`config.mk`:
```
export PLATFORM = sky130hd
export DESIGN_NAME = onewire_rom_search_engine
export DESIGN_NICKNAME = d
export VERILOG_FILES = /design/src/hdl/ows_pkg.sv /design/src/hdl/ows_front.sv /design/src/hdl/ows_queue.sv /design/src/hdl/ows_back.sv /design/src/hdl/onewire_rom_search_engine.sv
export SDC_FILE = /design/constraint.sdc
export NUM_CORES = 1
export LEC_CHECK = 0
export CAP_MARGIN = 20
export CORE_MARGIN = 2
export CORE_UTILIZATION = 59
export DETAILED_ROUTE_END_ITERATION = 10
export DONT_BUFFER_PORTS = 1
export GPL_TIMING_DRIVEN = 0
export PLACE_DENSITY_LB_ADDON = 0.15
export SLEW_MARGIN = 5
export SYNTH_ARGS = -nofsm -noshare
export SYNTH_HDL_FRONTEND = slang
export SYNTH_SLANG_ARGS = --single-unit
export TNS_END_PERCENT = 30
```
`constraint.sdc`:
```
create_clock -name clock -period 4.2 [get_ports clock]
set_clock_uncertainty 0.15 [all_clocks]
set_input_delay 0.42 -clock clock [delete_from_list [all_inputs] [get_ports clock]]
set_output_delay 0.42 -clock clock [all_outputs]
set_load 0.1 [all_outputs]
```
`src/hdl/ows_pkg.sv`:
```
// Shared types, codes and defaults for the 1-Wire Search ROM engine.
`timescale 1ns / 1ps

package ows_pkg;

   // Default ROM code length in bits.
   localparam int ROM_BITS_DEFAULT = 64;

   // Width of the rom_code result field.
   localparam int ROM_CODE_W = 64;

   // Input command codes.
   localparam logic [1:0] CMD_NEW  = 2'd0;
   localparam logic [1:0] CMD_CONT = 2'd1;
   localparam logic [1:0] CMD_PAIR = 2'd2;

   // Result status codes.
   localparam logic [2:0] STATUS_STARTED = 3'd0;
   localparam logic [2:0] STATUS_BIT     = 3'd1;
   localparam logic [2:0] STATUS_FOUND   = 3'd2;
   localparam logic [2:0] STATUS_FAIL    = 3'd3;
   localparam logic [2:0] STATUS_IGNORED = 3'd4;

   // Operation kinds after classification.
   localparam logic [1:0] OP_NEW  = 2'd0;
   localparam logic [1:0] OP_CONT = 2'd1;
   localparam logic [1:0] OP_PAIR = 2'd2;
   localparam logic [1:0] OP_NOP  = 2'd3;

   // One classified transaction as it travels from front to back.
   typedef struct packed {
      logic [1:0] kind;
      logic       presence;
      logic       id_bit;
      logic       both_zero;   // both slots read 0: two devices disagree here
      logic       fail;        // both slots read 1: nobody answered
   } op_type;

endpackage

```
`src/hdl/ows_front.sv`:
```
// Front end: accepts request transactions and classifies them into operations.
`timescale 1ns / 1ps

module ows_front (
   input  logic            req_valid,
   input  logic [1:0]      req_command,
   input  logic            req_presence_ok,
   input  logic            req_id_bit,
   input  logic            req_complement_bit,
   input  logic            queue_full,
   output logic            req_stall,
   output logic            push,
   output ows_pkg::op_type push_op
);

   // Take a transaction whenever the queue has room.
   assign req_stall = queue_full;
   assign push      = req_valid && !queue_full;

   // Decode the command and pre-compute the bit-pair cases.
   always_comb begin
      push_op           = '0;
      push_op.presence  = req_presence_ok;
      push_op.id_bit    = req_id_bit;
      push_op.both_zero = !req_id_bit && !req_complement_bit;
      push_op.fail      = req_id_bit && req_complement_bit;
      unique case (req_command)
         ows_pkg::CMD_NEW:  push_op.kind = ows_pkg::OP_NEW;
         ows_pkg::CMD_CONT: push_op.kind = ows_pkg::OP_CONT;
         ows_pkg::CMD_PAIR: push_op.kind = ows_pkg::OP_PAIR;
         default:           push_op.kind = ows_pkg::OP_NOP;
      endcase
   end

endmodule

```
`src/hdl/ows_queue.sv`:
```
// Two-entry queue of classified operations between front and back.
`timescale 1ns / 1ps

module ows_queue (
   input  logic            clock,
   input  logic            reset,
   input  logic            push,
   input  ows_pkg::op_type push_op,
   input  logic            pop,
   output ows_pkg::op_type head_op,
   output logic            empty,
   output logic            full
);

   localparam int Depth = 2;
   localparam int PtrW  = $clog2(Depth);
   localparam int CntW  = $clog2(Depth + 1);

   ows_pkg::op_type    entry_ff [Depth];
   ows_pkg::op_type    entry_in [Depth];
   logic [PtrW-1:0]    wr_ptr_ff, wr_ptr_in;
   logic [PtrW-1:0]    rd_ptr_ff, rd_ptr_in;
   logic [CntW-1:0]    count_ff, count_in;

   assign empty   = (count_ff == '0);
   assign full    = (count_ff == CntW'(Depth));
   assign head_op = entry_ff[rd_ptr_ff];

   // Pointer and fill count update.
   always_comb begin
      entry_in  = entry_ff;
      wr_ptr_in = wr_ptr_ff;
      rd_ptr_in = rd_ptr_ff;
      count_in  = count_ff;
      if (push) begin
         entry_in[wr_ptr_ff] = push_op;
         wr_ptr_in = wr_ptr_ff + 1'b1;
      end
      if (pop) begin
         rd_ptr_in = rd_ptr_ff + 1'b1;
      end
      if (push && !pop) begin
         count_in = count_ff + 1'b1;
      end else if (pop && !push) begin
         count_in = count_ff - 1'b1;
      end
   end

   always_ff @(posedge clock) begin
      entry_ff <= entry_in;
      if (reset) begin
         wr_ptr_ff <= '0;
         rd_ptr_ff <= '0;
         count_ff  <= '0;
      end else begin
         wr_ptr_ff <= wr_ptr_in;
         rd_ptr_ff <= rd_ptr_in;
         count_ff  <= count_in;
      end
   end

endmodule

```
`src/hdl/ows_back.sv`:
```
// Back end: search state, direction choice and the registered response.
`timescale 1ns / 1ps

module ows_back #(
   parameter int ROM_BITS = ows_pkg::ROM_BITS_DEFAULT
) (
   input  logic                           clock,
   input  logic                           reset,
   input  logic                           op_valid,
   input  ows_pkg::op_type                op,
   output logic                           pop,
   output logic                           rsp_valid,
   input  logic                           rsp_stall,
   output logic [2:0]                     rsp_status,
   output logic                           rsp_direction_bit,
   output logic [ows_pkg::ROM_CODE_W-1:0] rsp_rom_code,
   output logic                           rsp_more_devices
);

   localparam int PosW = $clog2(ROM_BITS + 1);
   localparam int IdxW = $clog2(ROM_BITS);

   logic [ROM_BITS-1:0] rom_ff, rom_in;
   logic [PosW-1:0]     pos_ff, pos_in;
   logic [PosW-1:0]     last_disc_ff, last_disc_in;
   logic [PosW-1:0]     pass_disc_ff, pass_disc_in;
   logic                done_ff, done_in;
   logic                active_ff, active_in;

   logic                rsp_valid_ff, rsp_valid_in;
   logic [2:0]          status_ff, status_in;
   logic                dir_ff, dir_in;
   logic [ows_pkg::ROM_CODE_W-1:0] code_ff, code_in;
   logic                more_ff, more_in;

   logic [IdxW-1:0]     idx;
   logic [PosW-1:0]     pos_minus1;
   logic                dir;
   logic                done_eff;

   // Execute the head operation when the response register is free or draining.
   assign pop = op_valid && (!rsp_valid_ff || !rsp_stall);

   assign pos_minus1 = pos_ff - 1'b1;
   assign idx        = pos_minus1[IdxW-1:0];

   always_comb begin
      rom_in       = rom_ff;
      pos_in       = pos_ff;
      last_disc_in = last_disc_ff;
      pass_disc_in = pass_disc_ff;
      done_in      = done_ff;
      active_in    = active_ff;
      status_in    = status_ff;
      dir_in       = dir_ff;
      code_in      = code_ff;
      more_in      = more_ff;
      rsp_valid_in = rsp_valid_ff && rsp_stall;
      dir          = 1'b0;
      done_eff     = done_ff;

      if (pop) begin
         rsp_valid_in = 1'b1;
         status_in    = ows_pkg::STATUS_IGNORED;
         dir_in       = 1'b0;
         code_in      = '0;
         more_in      = 1'b0;
         unique case (op.kind) inside
            ows_pkg::OP_NEW, ows_pkg::OP_CONT: begin
               // A new search forgets the previous passes first.
               if (op.kind == ows_pkg::OP_NEW) begin
                  last_disc_in = '0;
                  done_in      = 1'b0;
                  done_eff     = 1'b0;
               end
               if (!op.presence || done_eff) begin
                  last_disc_in = '0;
                  active_in    = 1'b0;
                  status_in    = ows_pkg::STATUS_FAIL;
               end else begin
                  active_in    = 1'b1;
                  pos_in       = PosW'(1);
                  pass_disc_in = '0;
                  status_in    = ows_pkg::STATUS_STARTED;
               end
            end
            ows_pkg::OP_PAIR: begin
               if (!active_ff) begin
                  status_in = ows_pkg::STATUS_IGNORED;
               end else if (op.fail) begin
                  last_disc_in = '0;
                  active_in    = 1'b0;
                  status_in    = ows_pkg::STATUS_FAIL;
               end else begin
                  // Choose the branch: follow the bus, or at a fork replay the previous pass,
                  // take 1 at its last fork, and 0 at a new fork beyond it.
                  if (!op.both_zero) begin
                     dir = op.id_bit;
                  end else if (pos_ff < last_disc_ff) begin
                     dir = rom_ff[idx];
                  end else begin
                     dir = (pos_ff == last_disc_ff);
                  end
                  if (op.both_zero && !dir) begin
                     pass_disc_in = pos_ff;
                  end
                  rom_in[idx] = dir;
                  pos_in      = pos_ff + 1'b1;
                  dir_in      = dir;
                  if (pos_ff >= PosW'(ROM_BITS)) begin
                     // Last bit: report the device and set up the next pass.
                     last_disc_in = pass_disc_in;
                     done_in      = (pass_disc_in == '0);
                     active_in    = 1'b0;
                     status_in    = ows_pkg::STATUS_FOUND;
                     code_in      = ows_pkg::ROM_CODE_W'(rom_in);
                     more_in      = (pass_disc_in != '0);
                  end else begin
                     status_in = ows_pkg::STATUS_BIT;
                  end
               end
            end
            default: begin
               status_in = ows_pkg::STATUS_IGNORED;
            end
         endcase
      end
   end

   always_ff @(posedge clock) begin
      status_ff <= status_in;
      dir_ff    <= dir_in;
      code_ff   <= code_in;
      more_ff   <= more_in;
      if (reset) begin
         rom_ff       <= '0;
         pos_ff       <= PosW'(1);
         last_disc_ff <= '0;
         pass_disc_ff <= '0;
         done_ff      <= 1'b0;
         active_ff    <= 1'b0;
         rsp_valid_ff <= 1'b0;
      end else begin
         rom_ff       <= rom_in;
         pos_ff       <= pos_in;
         last_disc_ff <= last_disc_in;
         pass_disc_ff <= pass_disc_in;
         done_ff      <= done_in;
         active_ff    <= active_in;
         rsp_valid_ff <= rsp_valid_in;
      end
   end

   assign rsp_valid         = rsp_valid_ff;
   assign rsp_status        = status_ff;
   assign rsp_direction_bit = dir_ff;
   assign rsp_rom_code      = code_ff;
   assign rsp_more_devices  = more_ff;

endmodule

```
`src/hdl/onewire_rom_search_engine.sv`:
```
// Throughput: one transaction per cycle while rsp_stall is low; the two-entry queue
// and the response register let the request side keep flowing while a response
// waits, until the queue is full.
// Every bit pair is resolved by the combinational back-end decision logic.
// Reset is synchronous and active high; it clears all search state (no pass active).
`timescale 1ns / 1ps

module onewire_rom_search_engine #(
   parameter int ROM_BITS = ows_pkg::ROM_BITS_DEFAULT
) (
   input  logic                           clock,
   input  logic                           reset,
   input  logic                           req_valid,
   output logic                           req_stall,
   input  logic [1:0]                     req_command,
   input  logic                           req_presence_ok,
   input  logic                           req_id_bit,
   input  logic                           req_complement_bit,
   output logic                           rsp_valid,
   input  logic                           rsp_stall,
   output logic [2:0]                     rsp_status,
   output logic                           rsp_direction_bit,
   output logic [ows_pkg::ROM_CODE_W-1:0] rsp_rom_code,
   output logic                           rsp_more_devices
);

   logic            q_push;
   logic            q_pop;
   logic            q_empty;
   logic            q_full;
   ows_pkg::op_type q_push_op;
   ows_pkg::op_type q_head_op;

   // Classification of incoming transactions.
   ows_front u_front (
      .req_valid          (req_valid),
      .req_command        (req_command),
      .req_presence_ok    (req_presence_ok),
      .req_id_bit         (req_id_bit),
      .req_complement_bit (req_complement_bit),
      .queue_full         (q_full),
      .req_stall          (req_stall),
      .push               (q_push),
      .push_op            (q_push_op)
   );

   // Decoupling queue.
   ows_queue u_queue (
      .clock   (clock),
      .reset   (reset),
      .push    (q_push),
      .push_op (q_push_op),
      .pop     (q_pop),
      .head_op (q_head_op),
      .empty   (q_empty),
      .full    (q_full)
   );

   // Search engine and response register.
   ows_back #(
      .ROM_BITS (ROM_BITS)
   ) u_back (
      .clock             (clock),
      .reset             (reset),
      .op_valid          (!q_empty),
      .op                (q_head_op),
      .pop               (q_pop),
      .rsp_valid         (rsp_valid),
      .rsp_stall         (rsp_stall),
      .rsp_status        (rsp_status),
      .rsp_direction_bit (rsp_direction_bit),
      .rsp_rom_code      (rsp_rom_code),
      .rsp_more_devices  (rsp_more_devices)
   );

`ifndef SYNTH
   // An accepted transaction leaves the queue non-empty at the next edge.
   a_push_lands: assert property (@(posedge clock) disable iff (reset)
      (req_valid && !req_stall) |=> !q_empty)
      else $error("accepted transaction did not reach the queue");

   // The back end only consumes when the queue holds something.
   a_pop_nonempty: assert property (@(posedge clock) disable iff (reset)
      q_pop |-> !q_empty)
      else $error("back end consumed from an empty queue");

   // Only a found device carries a ROM code.
   a_code_only_found: assert property (@(posedge clock) disable iff (reset)
      (rsp_valid && (rsp_status != ows_pkg::STATUS_FOUND)) |-> (rsp_rom_code == '0))
      else $error("ROM code present on a response that is not a found device");
`endif

endmodule
```
After elaboration in Yosys (flattened, before gate mapping)
Cells that the tools add are included.
W data, S select, Z words.

storage, ports and cells
  bits in registers = 173
  latch bits = 0
  RAM bits = 0
  memory bits (read-only) = 0
  input bits = 9
  output and inout port bits = 71
  word-level logic and storage cells = 149
  memories kept = 0

operators by class
  $add $sub $neg = 6
  multipliers = 0
  divide/modulo/power cells = 0
  order comparisons = 7
  equality and inequality tests = 12
  shift-type cells = 0
  muxes and demuxes = 57
  bitwise gates (word level) = 6
  reduce and logical (&&, ||, !) cells = 37

operator list
  kind                   number
  $mux W7                16
  $bwmux W64             1
  $pmux W7 S2            3
  $mux W6                4
  $mux W1                19
  $reduce_and A5 Y1      3
  $bwmux W12             1
  $logic_and A1 B1 Y1    10
  $logic_not A1 Y1       10
  $mux W2                4
  $add A7 B1 Y7 const B  1
  $eq A7 B7 Y1           1
  $ge A7 B7 Y1 const B   1
  $logic_not A7 Y1       1
  $lt A6 B7 Y1 const B   1
  $lt A7 B7 Y1           1
  $reduce_bool A7 Y1     1
  $bmux W1 S6            1
  $demux W1 S6           1
  $demux W6 S1           1
  $eq A2 B2 Y1 const B   3
  $ge A6 B1 Y1 const B   1
  $logic_not A2 Y1       3
  $mux W3                2
  23 further kinds       35

Depth between registers and ports, before layout
  depth after elaboration = 21
  mapped depth = 15

Hierarchy
From an unflattened synthesis, not the netlist that was laid out.

second synthesis, totals
  cells, all modules = 906
  area, all modules = 8673.3 sq um

modules (own cells, without submodules)
  module                     instances  cells an instance  area an instance (sq um)  seq. area each (sq um)
  ows_back                   1          858                8003.9                    3833.7
  ows_queue                  1          39                 616.8                     440.4
  ows_front                  1          8                  48.8                      0.0
  onewire_rom_search_engine  1          1                  3.8                       0.0

Least setup slack after synthesis
No wires, ideal clock.

  kind = register to register
  start point = register u_back.rsp_valid_ff (netlist: u_back.rsp_valid)
  end point = register u_back.rom_ff[63]
  library setup time = 134 ps
  arrival time = 3818 ps
  slack = 98 ps
  stages on the path, launching flop included = 10
  path buffers = 2
  cells stage by stage = dfxtp_1 -> nand2_1 -> o21ai_0 -> inv_1 -> and2_1 -> clkbuf_1 -> nand3_1 -> clkbuf_1 -> o211ai_1 -> o41ai_2

on the way
  word-level cells in the longest chain between the ends = 4

RTL lines
  element                             line                             RTL
  start, declared                     ows_back.sv:30                   logic rsp_valid_ff, rsp_valid_in;
  start signal, assigned              ows_back.sv:150                  rsp_valid_ff <= rsp_valid_in;
  $logic_not A1 Y1                    ows_back.sv:42                   assign pop = op_valid && (!rsp_valid_ff || !rsp_stall);
  $logic_or A1 B1 Y1                  ows_back.sv:42
  $logic_and A1 B1 Y1                 ows_back.sv:42
  net q_pop                           onewire_rom_search_engine.sv:28  logic q_pop;
  $reduce_and A4 Y1 (no source line)  -
  end signal, assigned                ows_back.sv:144                  rom_ff <= rom_in;
  end, declared                       ows_back.sv:23                   logic [ROM_BITS-1:0] rom_ff, rom_in;

The timed path passes the listed nets, and every way through them passes these cells.
A chain may end at the register's enable or synchronous reset.

Worst setup path in the final report
  start point = register u_back.pos_ff[0]
  end point = register u_back.rom_ff[56]

on the way
  word-level cells in the longest chain between the ends = 10
  elaborated cells on any way between the ends = 17

RTL lines
  element                        line             RTL
  start, declared                ows_back.sv:24   logic [PosW-1:0] pos_ff, pos_in;
  start signal, assigned         ows_back.sv:137  pos_ff <= PosW'(1);
  start signal, assigned         ows_back.sv:145  pos_ff <= pos_in;
  $sub A6 B1 Y6                  ows_back.sv:44   assign pos_minus1 = pos_ff - 1'b1;
  $bmux W1 S6                    ows_back.sv:100  dir = rom_ff[idx];
  $mux W1 (not written as such)  ows_back.sv:100
  $mux W1                        ows_back.sv:99   end else if (pos_ff < last_disc_ff) begin
  $mux W1                        ows_back.sv:97   if (!op.both_zero) begin
  $mux W1                        ows_back.sv:90   end else if (op.fail) begin
  $mux W1                        ows_back.sv:88   if (!active_ff) begin
  $mux W1                        ows_back.sv:68   unique case (op.kind) inside
  $mux W1                        ows_back.sv:62   if (pop) begin
  $bwmux W64 *                   ows_back.sv:107  rom_in[idx] = dir;

Every way passes the cells marked *; elsewhere a longest branch is shown, timed or not. The select of a mux whose other input is x is not followed.

==> flow_metrics.py <==
metrics = {
    "route": {
        "routed-via-count": 7726,
        "firstDrtPassIters": 5,
        "drt_wl_total_um": 27410,
        "postRouteAntennaNets": 0,
        "via_per_inst": 7.634,
        "drc": 0,
        "drt_iter0_markers": 1049,
        "wl_per_cell_um": 27.08,
    },
    "sta": {
        "rsz0062_at_grt": "true",
        "fin_crit_sh_pct": 98.73,
        "fin_crit_ns": 4.147,
        "max_freq_mhz": 241.1,
        "maxSlewViolCount": 0,
        "fin_hold_ws_ns": 0.02888,
        "setup_viol": 0,
        "worstMarginPinSlew_ns": 0.9690,
        "slew_headroom_pct": 35.31,
        "fin_ws_ns": 0.05314,
        "hold_viol": 0,
    },
    "power_and_ir_drop": {
        "ir_drop_mv": 0.9849,
        "p_leak_uw": 0.003203,
        "power.density_mw_per_mm2": 667.2,
        "p_total_uw": 6507,
    },
    "logic_synthesis": {
        "ys_top_cells_by_area": "edfxtp_1 (28%), dfxtp_1 (21%), o211ai_1 (11%)",
        "yosys_register_bits": 173,
        "synth_edf_count": 81,
        "ys_seq_area_share_pct": 48.70,
        "yosys_warnings": 0,
        "synth_top_area_share_pct": 27.71,
        "synth_cell_type_count": 59,
        "syn_nets": 810,
        "avgSynthCellArea_um2": 11.10,
        "yosysTopAreaCell": "edfxtp_1",
        "netlist_area_mm2": 0.008777,
        "synthFlopType": "dfxtp_1",
        "synth-async-reset-ratio_pct": 0,
        "synthCells": 791,
    },
    "worst_setup_path": {
        "crit_type": "register to register",
        "cp-startpoint": "u_back.pos_ff[0]",
        "r2r_slack_ns": 0.05,
        "cp_num_cells": 11,
        "critPathCaptureType": "register",
        "crit_arrival_ns": 4.30,
        "cp-start-kind": "register",
        "cp_cell_sequence": "inv_1 > buf_6 > ha_2 > xnor2_1 > clkbuf_1 > nand3_1 > nand2b_1 > buf_1 > clkbuf_1 > o211ai_1 > o41ai_1",
        "crit_fanout": 11,
        "crit_family": "buffers and inverters",
        "slowest_stage": "nand3_1",
        "r2r-end": "u_back.rom_ff[56]",
        "critPathRequiredTime_ns": 4.35,
        "reg2reg_from": "u_back.pos_ff[0]",
        "cpMostUsedCell": "clkbuf_1",
        "critPathBufInv": 5,
        "rr_worst_depth": 11,
        "slowest_delay_ns": 0.49,
        "cp-endpoint": "u_back.rom_ff[56]",
    },
    "cells_and_area": {
        "nNetsFinal": 834,
        "fillers": 1167,
        "finalNonFillerCells": 1012,
        "most-common-layout-cells": "o211ai_1 (130), o41ai_1 (101), dfxtp_1 (91), clkbuf_1 (81), edfxtp_1 (81)",
        "diodes": 0,
        "area_growth_pct": 11.12,
        "drive_above_1_share_pct": 13.53,
        "final_util_pct": 67.11,
        "final_common_cell": "o211ai_1",
    },
    "clock_network": {
        "path_clk_slew_ns": 0.07,
        "cts_buffers": 17,
        "root_buffer": "clkbuf_16",
        "clk_latency_ns": 0.44,
        "cts_tree": "yes",
        "cts.path.max_buffers": 2,
        "cts_sinks": 173,
        "htreeDepth": 4,
    },
    "status": {
        "outcome": "complete, no violations",
    },
    "min_path": {
        "hold_class": "input pin to register",
        "hold_depth": 1,
    },
    "global_routing": {
        "grt_remaining_overflow": 0,
        "grt_pass1_wl_um": 42510,
        "busiest_layer": "met2",
        "grt_max_degree": 75,
        "grtUsageMet1_pct": 47.33,
        "grt_pass1_vias": 7232,
        "grt.met3_usage_pct": 8.879,
        "grt_usage_pct": 34.85,
        "grt_use_met2_pct": 53.35,
        "antenna_found_initial": 0,
    },
    "place": {
        "dp.cells": 975,
        "portBuffers": 0,
        "post-dp-hpwl_um": 18480,
        "post-place-ws_ns": -0.4939,
        "routabilityCongestion": 0.9708,
    },
    "floorplanning": {
        "initial_utilization_pct": 60.39,
        "die_area_mm2": 0.01587,
        "die_width_um": 126.0,
        "rows": 44,
        "die_h_um": 126.0,
        "core_area_mm2": 0.01453,
        "pin_count": 80,
    },
    "flow_run": {
        "maxCapViolCount": 0,
    },
}
-- per-stage QoR --
step                TNS [ns]  instance area [um2]
finish                     0                 9753
global route        -0.04005                 9753
CTS                        0                 9668
detailed placement    -33.84                 9010
global placement      -79.71                 9007
floorplan                  0                 8777
-- state kept, by name, indices dropped and copies added, names as in the netlist --
register                  flops
u_back.rom_ff                64
u_back.rsp_rom_code          64
u_queue.entry_ff             12
u_back.last_disc_ff           7
u_back.pass_disc_ff           7
u_back.pos_ff                 7
u_back.rsp_status             3
u_queue.count_ff              2
u_back.active_ff              1
u_back.done_ff                1
u_back.rsp_direction_bit      1
u_back.rsp_more_devices       1
u_back.rsp_valid              1
u_queue.rd_ptr_ff             1
u_queue.wr_ptr_ff             1
-- report_power, final --
part / internal [uW] / switching (uW) / leakage, uW
Combinational: 241 / 757 / 0.00138
Sequential: 2170 / 1800 / 0.00154
Clock: 865 / 681 / 0.000289
-- cells by family (layout without fill, tap and decap cells) --
family / Yosys count / after routing / share of synthesized area [%]
AOI/OAI and AO/OA: 323 / 323 / 31.13
muxes: 32 / 32 / 4.733
DFF: 173 / 173 / 48.70
xor gates and xnor gates: 17 / 17 / 1.910
and+or+nand+nor: 114 / 114 / 6.344
buffers and inverters: 122 / 159 / 5.759
adders and majority gates: 10 / 10 / 1.426
-- final cells by class --
| type | instances | area [um2] | area share, % |
|---|---|---|---|
| Sequential cell | 173 | 4275 | 43.84 |
| Multi-Input combinational cell | 496 | 4074 | 41.77 |
| Clock buffer | 22 | 506.7 | 5.196 |
| Buffer | 103 | 451.7 | 4.631 |
| Tap cell | 184 | 230.2 | 2.360 |
| Inverter | 19 | 97.59 | 1.001 |
| Clock inverter | 10 | 72.57 | 0.7441 |
| Timing Repair Buffer | 5 | 45.04 | 0.4618 |
-- timing repair --
action | CTS | global route
buffers inserted | 2 | 0
gates resized for setup | 13 | 19
pin swaps | 1 | 1
hold buffers | 3 | 0
hold endpoints to repair | 5 | 0
endpoints found under the setup margin | 134 | 123
-- routing by layer --
| layer | wire length, um | share of wire (%) | vias to the layer above |
|---|---|---|---|
| met5 | 0 | 0 | - |
| met2 | 12640 | 46 | 541 |
| li1 | - | - | 3313 |
| met3 | 2931 | 11 | 90 |
| met1 | 10770 | 39 | 3782 |
| met4 | 1066 | 3.9 | 0 |
-- worst min path at each step --
stage | from | end | slack (ns)
2_1_floorplan | u_back.last_disc_ff[1] | u_back.last_disc_ff[1] | 0.28
3_3_place_gp | u_back.last_disc_ff[1] | u_back.last_disc_ff[1] | 0.29
3_5_place_dp | u_back.last_disc_ff[1] | u_back.last_disc_ff[1] | 0.29
4_1_cts | req_id_bit | u_queue.entry_ff[1] | 0.02
5_1_grt | req_id_bit | u_queue.entry_ff[7] | 0.02
6_report | req_id_bit | u_queue.entry_ff[7] | 0.03
-- cell usage after synthesis, drive strengths merged (3+ instances only) --
library cell  number
mux4               7
o211ai           130
mux2               6
clkbuf            85
edfxtp            81
xnor2              8
a31oi              4
inv               19
a21oi             15
or4                3
o41ai            127
buf               18
and2               6
ha                10
o22ai              3
a32o               7
nand2             37
mux2i             19
dfxtp             92
nor2              25
a21o               3
o21ai             16
and3               6
nor3               4
nand3             17
xor2               9
nand2b             4
Note: power is estimated with default switching activity, not from simulation.
